`config.mk`:
```
export PLATFORM = sky130hd
export DESIGN_NAME = n_queens_backtrack_solver_core
export DESIGN_NICKNAME = d
export VERILOG_FILES = /design/src/sv/nqbs_pkg.sv /design/src/sv/n_queens_backtrack_solver_core.sv
export SDC_FILE = /design/constraint.sdc
export NUM_CORES = 1
export LEC_CHECK = 0
export BUFFER_PORTS_ARGS = -buffer_cell sky130_fd_sc_hd__buf_2
export CAP_MARGIN = 30
export CORE_MARGIN = 2
export CORE_UTILIZATION = 57
export CTS_BUF_LIST = sky130_fd_sc_hd__clkbuf_16
export DETAILED_ROUTE_END_ITERATION = 6
export PLACE_DENSITY_LB_ADDON = 0.05
export SKIP_CTS_REPAIR_TIMING = 1
export SKIP_LAST_GASP = 1
export SLEW_MARGIN = 20
export SYNTH_ARGS = -nofsm -noshare
export SYNTH_HDL_FRONTEND = slang
export SYNTH_SLANG_ARGS = --single-unit
```
`constraint.sdc`:
```
create_clock -name clk -period 5 [get_ports clk]
set_input_delay 0.5 -clock clk [delete_from_list [all_inputs] [get_ports clk]]
set_output_delay 0.5 -clock clk [all_outputs]
set_load 0.005 [all_outputs]
```
`src/sv/nqbs_pkg.sv`:
```
// Shared constants for the N-queens backtracking solver.
// No dependencies; used by the solver core and its port checker.
`default_nettype none

package nqbs_pkg;

    // Largest board the solver is built for by default.
    localparam int MAX_SIZE_DEF = 16;

    // A request never produces more result items than this, which also caps
    // the usable board size regardless of MAX_SIZE.
    localparam int RESULT_CAP = 16;

    // Width of the row_index and queen_column result ports.
    localparam int COORD_W = 4;

endpackage

`default_nettype wire

```
`src/sv/n_queens_backtrack_solver_core.sv`:
```
// One column trial per cycle, except while a backtrack step reads the previous row's queen
// and then lifts it. Then one result item per row follows on consecutive cycles, the first
// once the state register has entered output and the strobe register has been set.
// Start is taken only while idle; a search holds busy until its final result item is issued.
// Sizes zero and above the limit give their single result item in the cycle after start.
// Reset (rst_n, asynchronous, active low) returns the solver to idle with no result pending.
//
// Solver core: depth-first N-queens search with the placed column of every row held in a
// small synchronous memory. Depends on nqbs_pkg for its default size and port widths.
`default_nettype none

module n_queens_backtrack_solver_core #(
    parameter int MAX_SIZE = nqbs_pkg::MAX_SIZE_DEF
) (
    input  wire logic                          clk,
    input  wire logic                          rst_n,
    input  wire logic                          start,
    output logic                               busy,
    input  wire logic [4:0]                    board_size,
    output logic                               strobe,
    output logic [nqbs_pkg::COORD_W-1:0]       row_index,
    output logic [nqbs_pkg::COORD_W-1:0]       queen_column,
    output logic                               queen_valid,
    output logic                               found,
    output logic                               last
);

    // The usable board limit is the smaller of MAX_SIZE and the result cap.
    localparam int LIMIT = (MAX_SIZE < nqbs_pkg::RESULT_CAP) ? MAX_SIZE : nqbs_pkg::RESULT_CAP;
    // Row and column index width, and the width of a counter that can also hold LIMIT.
    localparam int CIW   = $clog2(LIMIT);
    localparam int RW    = $clog2(LIMIT + 1);
    // Each diagonal family has 2 * LIMIT - 1 members.
    localparam int DL    = 2 * LIMIT - 1;
    localparam int DIW   = $clog2(DL);

    typedef enum logic [1:0] {
        S_IDLE,
        S_TRY,
        S_BACK,
        S_OUT
    } state_t;

    state_t               state_reg, state_next;
    logic [RW-1:0]        n_reg, n_next;
    logic [RW-1:0]        row_reg, row_next;
    logic [RW-1:0]        col_reg, col_next;
    logic [CIW-1:0]       out_row_reg, out_row_next;
    logic [LIMIT-1:0]     colmask_reg, colmask_next;
    logic [DL-1:0]        dnmask_reg, dnmask_next;
    logic [DL-1:0]        upmask_reg, upmask_next;
    logic                 strobe_reg, strobe_next;
    logic [CIW-1:0]       row_index_reg, row_index_next;
    logic                 queen_valid_reg, queen_valid_next;
    logic                 found_reg, found_next;
    logic                 last_reg, last_next;

    // Placed-column memory: one entry per row, synchronous read with registered data.
    logic [CIW-1:0]       mem [LIMIT];
    logic                 mem_we;
    logic [CIW-1:0]       mem_waddr;
    logic [CIW-1:0]       mem_wdata;
    logic [CIW-1:0]       mem_raddr;
    logic [CIW-1:0]       rdata_reg;

    // Square under test. While backtracking it is the queen read back from memory,
    // so the same index logic serves both placing and lifting a queen.
    logic [RW-1:0]        chk_col;
    logic [CIW-1:0]       row_idx;
    logic [CIW-1:0]       col_idx;
    logic [DIW:0]         dn_sum;
    logic [DIW-1:0]       dn_idx;
    logic [DIW-1:0]       up_idx;
    logic [LIMIT-1:0]     col_oh;
    logic [DL-1:0]        dn_oh;
    logic [DL-1:0]        up_oh;
    logic                 col_in_range;
    logic                 square_free;

    always_comb
    begin
        chk_col      = (state_reg == S_BACK) ? RW'(rdata_reg) : col_reg;
        row_idx      = row_reg[CIW-1:0];
        col_idx      = chk_col[CIW-1:0];
        // The down diagonal is row - col + n - 1, which stays non-negative.
        dn_sum       = (DIW+1)'(row_reg) + (DIW+1)'(n_reg) - (DIW+1)'(1) - (DIW+1)'(chk_col);
        dn_idx       = dn_sum[DIW-1:0];
        up_idx       = DIW'(row_reg) + DIW'(chk_col);
        col_oh       = LIMIT'(1) << col_idx;
        dn_oh        = DL'(1) << dn_idx;
        up_oh        = DL'(1) << up_idx;
        col_in_range = (col_reg < n_reg);
        square_free  = !colmask_reg[col_idx] && !dnmask_reg[dn_idx] && !upmask_reg[up_idx];
    end

    always_comb
    begin
        state_next       = state_reg;
        n_next           = n_reg;
        row_next         = row_reg;
        col_next         = col_reg;
        out_row_next     = out_row_reg;
        colmask_next     = colmask_reg;
        dnmask_next      = dnmask_reg;
        upmask_next      = upmask_reg;
        strobe_next      = 1'b0;
        row_index_next   = row_index_reg;
        queen_valid_next = queen_valid_reg;
        found_next       = found_reg;
        last_next        = last_reg;
        mem_we           = 1'b0;
        mem_waddr        = row_idx;
        mem_wdata        = col_idx;
        mem_raddr        = out_row_reg;

        case (state_reg)
            S_IDLE:
            begin
                if (start)
                begin
                    if (board_size == 5'd0)
                    begin
                        // An empty board is trivially solved and has no queens.
                        strobe_next      = 1'b1;
                        row_index_next   = '0;
                        queen_valid_next = 1'b0;
                        found_next       = 1'b1;
                        last_next        = 1'b1;
                    end
                    else if (board_size > 5'(LIMIT))
                    begin
                        // Boards beyond the limit are reported as unsolvable.
                        strobe_next      = 1'b1;
                        row_index_next   = '0;
                        queen_valid_next = 1'b0;
                        found_next       = 1'b0;
                        last_next        = 1'b1;
                    end
                    else
                    begin
                        n_next       = RW'(board_size);
                        row_next     = '0;
                        col_next     = '0;
                        colmask_next = '0;
                        dnmask_next  = '0;
                        upmask_next  = '0;
                        state_next   = S_TRY;
                    end
                end
            end

            S_TRY:
            begin
                if (col_in_range)
                begin
                    if (square_free)
                    begin
                        // Place the queen and move down one row.
                        mem_we       = 1'b1;
                        colmask_next = colmask_reg ^ col_oh;
                        dnmask_next  = dnmask_reg ^ dn_oh;
                        upmask_next  = upmask_reg ^ up_oh;
                        row_next     = row_reg + RW'(1);
                        col_next     = '0;
                        if (row_reg + RW'(1) == n_reg)
                        begin
                            out_row_next = '0;
                            state_next   = S_OUT;
                        end
                    end
                    else
                    begin
                        col_next = col_reg + RW'(1);
                    end
                end
                else if (row_reg == '0)
                begin
                    // Every column of the top row failed: no solution.
                    strobe_next      = 1'b1;
                    row_index_next   = '0;
                    queen_valid_next = 1'b0;
                    found_next       = 1'b0;
                    last_next        = 1'b1;
                    state_next       = S_IDLE;
                end
                else
                begin
                    // Dead end. Fetch the previous row's queen; it was written
                    // before this read is issued, so the read sees it without forwarding.
                    row_next   = row_reg - RW'(1);
                    mem_raddr  = CIW'(row_reg - RW'(1));
                    state_next = S_BACK;
                end
            end

            S_BACK:
            begin
                // Lift the queen read back from memory and resume at its next column.
                colmask_next = colmask_reg ^ col_oh;
                dnmask_next  = dnmask_reg ^ dn_oh;
                upmask_next  = upmask_reg ^ up_oh;
                col_next     = RW'(rdata_reg) + RW'(1);
                state_next   = S_TRY;
            end

            S_OUT:
            begin
                // One row read per cycle; the read data lines up with the strobe.
                mem_raddr        = out_row_reg;
                strobe_next      = 1'b1;
                row_index_next   = out_row_reg;
                queen_valid_next = 1'b1;
                found_next       = 1'b1;
                last_next        = (RW'(out_row_reg) == n_reg - RW'(1));
                out_row_next     = out_row_reg + CIW'(1);
                if (RW'(out_row_reg) == n_reg - RW'(1))
                begin
                    state_next = S_IDLE;
                end
            end

            default:
            begin
                state_next = S_IDLE;
            end
        endcase
    end

    always_ff @(posedge clk or negedge rst_n)
    begin
        if (!rst_n)
        begin
            state_reg       <= S_IDLE;
            n_reg           <= '0;
            row_reg         <= '0;
            col_reg         <= '0;
            out_row_reg     <= '0;
            colmask_reg     <= '0;
            dnmask_reg      <= '0;
            upmask_reg      <= '0;
            strobe_reg      <= 1'b0;
            row_index_reg   <= '0;
            queen_valid_reg <= 1'b0;
            found_reg       <= 1'b0;
            last_reg        <= 1'b0;
        end
        else
        begin
            state_reg       <= state_next;
            n_reg           <= n_next;
            row_reg         <= row_next;
            col_reg         <= col_next;
            out_row_reg     <= out_row_next;
            colmask_reg     <= colmask_next;
            dnmask_reg      <= dnmask_next;
            upmask_reg      <= upmask_next;
            strobe_reg      <= strobe_next;
            row_index_reg   <= row_index_next;
            queen_valid_reg <= queen_valid_next;
            found_reg       <= found_next;
            last_reg        <= last_next;
        end
    end

    always_ff @(posedge clk)
    begin
        if (mem_we)
        begin
            mem[mem_waddr] <= mem_wdata;
        end
        rdata_reg <= mem[mem_raddr];
    end

    assign busy         = (state_reg != S_IDLE);
    assign strobe       = strobe_reg;
    assign row_index    = nqbs_pkg::COORD_W'(row_index_reg);
    assign queen_column = queen_valid_reg ? nqbs_pkg::COORD_W'(rdata_reg)
                                          : '0;
    assign queen_valid  = queen_valid_reg;
    assign found        = found_reg;
    assign last         = last_reg;

endmodule

`default_nettype wire

```
==> reports/results.ini <==
[clock_network]
worst_skew_pair.late_latency_ns = 0.44
cts_tree = yes
cts_made_buffers = 17
htreeDepth = 4
path_clk_slew_ns = 0.08
clock_sinks = 175
clockBufferDepth = 2
clock-root-buffer = clkbuf_16

[floorplanning]
io_pins = 21
core_um2 = 17900
rows = 49
die_h_um = 138.8
initial_core_util_pct = 57.86
die_area_um2 = 19270
die_w_um = 138.8

[min_path]
hp-class = input pin to asynchronous set/reset pin

[synth]
synth.area.top_cells = dfrtp_1 26%, edfxtp_1 19%, o21ai_0 8.5%
synth-edff-count = 64
avgSynthCellArea_um2 = 9.771
synth_top_area_cell = dfrtp_1
synth-main-ff-cell = dfrtp_1
postSynthCellCount = 1060
ys_warn_count = 0
ys_seq_area_share_pct = 45.18
syn_area_um2 = 10360
yosys.area.top_type_share_pct = 25.85
synth_seq_cells = 175
async_flop_share_pct = 61.14
netlist-cell-type-count = 65
syn_nets = 1101

[setup_path]
crit_arrival_ns = 5.01
cp_max_fo = 12
critPathLaunch = state_reg[0]$_DFFE_PN0P_
r2r_start = state_reg[0]$_DFFE_PN0P_
critPathRequiredTime_ns = 5.33
crit_type = flip-flop to flip-flop
end_kind = flip-flop
worstSetupStartpointType = flip-flop

[grt]
grt_pass1_vias = 7753
grt_max_degree = 88
antenna_found_initial = 0
overflow = 0
grt_pass1_wl_um = 42450
gr-usage-all-layers_pct = 27.45

[placed_design]
io_buffers = 20
gp_congestion = 0.8541
dp_hpwl_um = 17030

[finish]
drive_above_1_share_pct = 12.22
final_common_cell = o21ai_0
largest_reg_flops = 64
n_antenna_cell = 0
final_nets = 1108
area_growth_pct = 10.38
layout.cells.most_common_list = 175 x o21ai_0, 130 x nand2_1, 107 x dfrtp_1

[route]
first_iter_violations = 738
detail_route.first_pass.iterations = 5
drc_errors = 0
num_vias = 8306
wl_um = 26190
routedWlPerCell_um = 20.01
postRouteAntennaNets = 0
vias_per_cell = 6.345

[sta]
fin_crit_ns = 4.682
fin_skew_ns = 0.01087
worstMarginPinSlew_ns = 0.7650
final.period_utilization_pct = 93.64
hold_viol_final = 0
setup_viol = 0
setup_tns_ns = 0
maxSlewHeadroom_pct = 49.00
max_freq_mhz = 213.6
rsz0062_at_grt = no
slew_violations = 0

[run_status]
status = complete, no violations

[run]
maxCapViolCount = 0

[path summary, 6_finish.rpt]
check	endpoint	slack [ns]	depth (start not counted)
setup / recovery	out_row_reg[2]$_DFFE_PN0P_	0.32	19
hold / removal	dnmask_reg[8]$_DFFE_PN0P_	0.02	1
setup reg to reg	out_row_reg[2]$_DFFE_PN0P_	0.32	19
hold reg to reg	row_index[2]$_DFFE_PN0P_	0.47	2
max in group asynchronous	colmask_reg[3]$_DFFE_PN0P_	4.02	2
min in group clk	n_reg[2]$_DFFE_PN0P_	0.31	2
[through the flow]
| stage | utilization [%] | setup WS, ns | hold slack [ns] | instances | cell area, um^2 |
|---|---|---|---|---|---|
| after CTS | 63.20 | 0.04294 | 0.2199 | 1300 | 11310 |
| after detailed placement | 59.96 | 0.08454 | 0.4647 | 1268 | 10730 |
| final | 63.86 | 0.3179 | 0.01792 | 1309 | 11430 |
| after global routing | 63.86 | 0.01157 | 0.03802 | 1309 | 11430 |
| after floorplan | - | 0.04639 | 0.2044 | 1060 | 10360 |
| after global placement | 59.96 | 0.1456 | 0.4569 | 1268 | 10730 |
[final cells by class]
cell class,instances,area [um^2]
clock inverter,15,155.1
multi-input combinational,781,5318
timing repair buffer,61,451.7
fill,1491,6470
tap,229,286.5
sequential,175,4679
inverter,31,116.4
clock buffer,17,425.4
[worst max-delay path: stages, from the launching register on]
cell     delay [ns]
dfrtp_1        0.38
inv_1          0.08
ha_2           0.26
buf_4          0.17
nand2_1        0.05
and2_1         0.19
inv_1          0.08
ha_1           0.17
inv_1          0.06
fa_1           0.45
xnor2_1        0.17
buf_4          0.25
mux4_2         0.51
mux2i_1        0.20
mux2i_1        0.15
mux2i_4        0.23
buf_4          0.19
nand4_1        0.36
a22o_1         0.32
a211o_1        0.29
[cell usage after synthesis (14+ instances only)]
library cell and count:
and2_1 24, clkbuf_1 54, inv_1 30, ha_1 30, o31ai_1 44, nor2_1 30, dfrtp_1 107, nand3_1 28
a21oi_1 14, o41ai_1 36, o22ai_1 22, edfxtp_1 64, mux2i_1 62, o21ai_0 176, nand2b_1 19, xnor2_1 16
nand2_1 130
[layer usage]
| layer | up-vias | share of wire (%) | global-route usage (%) |
|---|---|---|---|
| met4 | 0 | 1.8 | 9.144 |
| met3 | 30 | 5.0 | 3.936 |
| met5 | - | 0 | 0 |
| met1 | 4057 | 46 | 40.54 |
| li1 | 3975 | - | - |
| met2 | 244 | 47 | 42.03 |
[kinds of logic after synthesis]
family	after synthesis	synth area share, %
AOI/OAI and AO/OA	353	21.44
xor gates and xnor gates	30	2.887
adders and majority gates	33	4.204
buffers and inverters	104	4.168
DFF	175	45.18
muxes	82	9.036
and+or+nand+nor	283	13.08
Power is not shown: default switching activity piles up to over one toggle a cycle in this logic, so the estimate is an artifact.
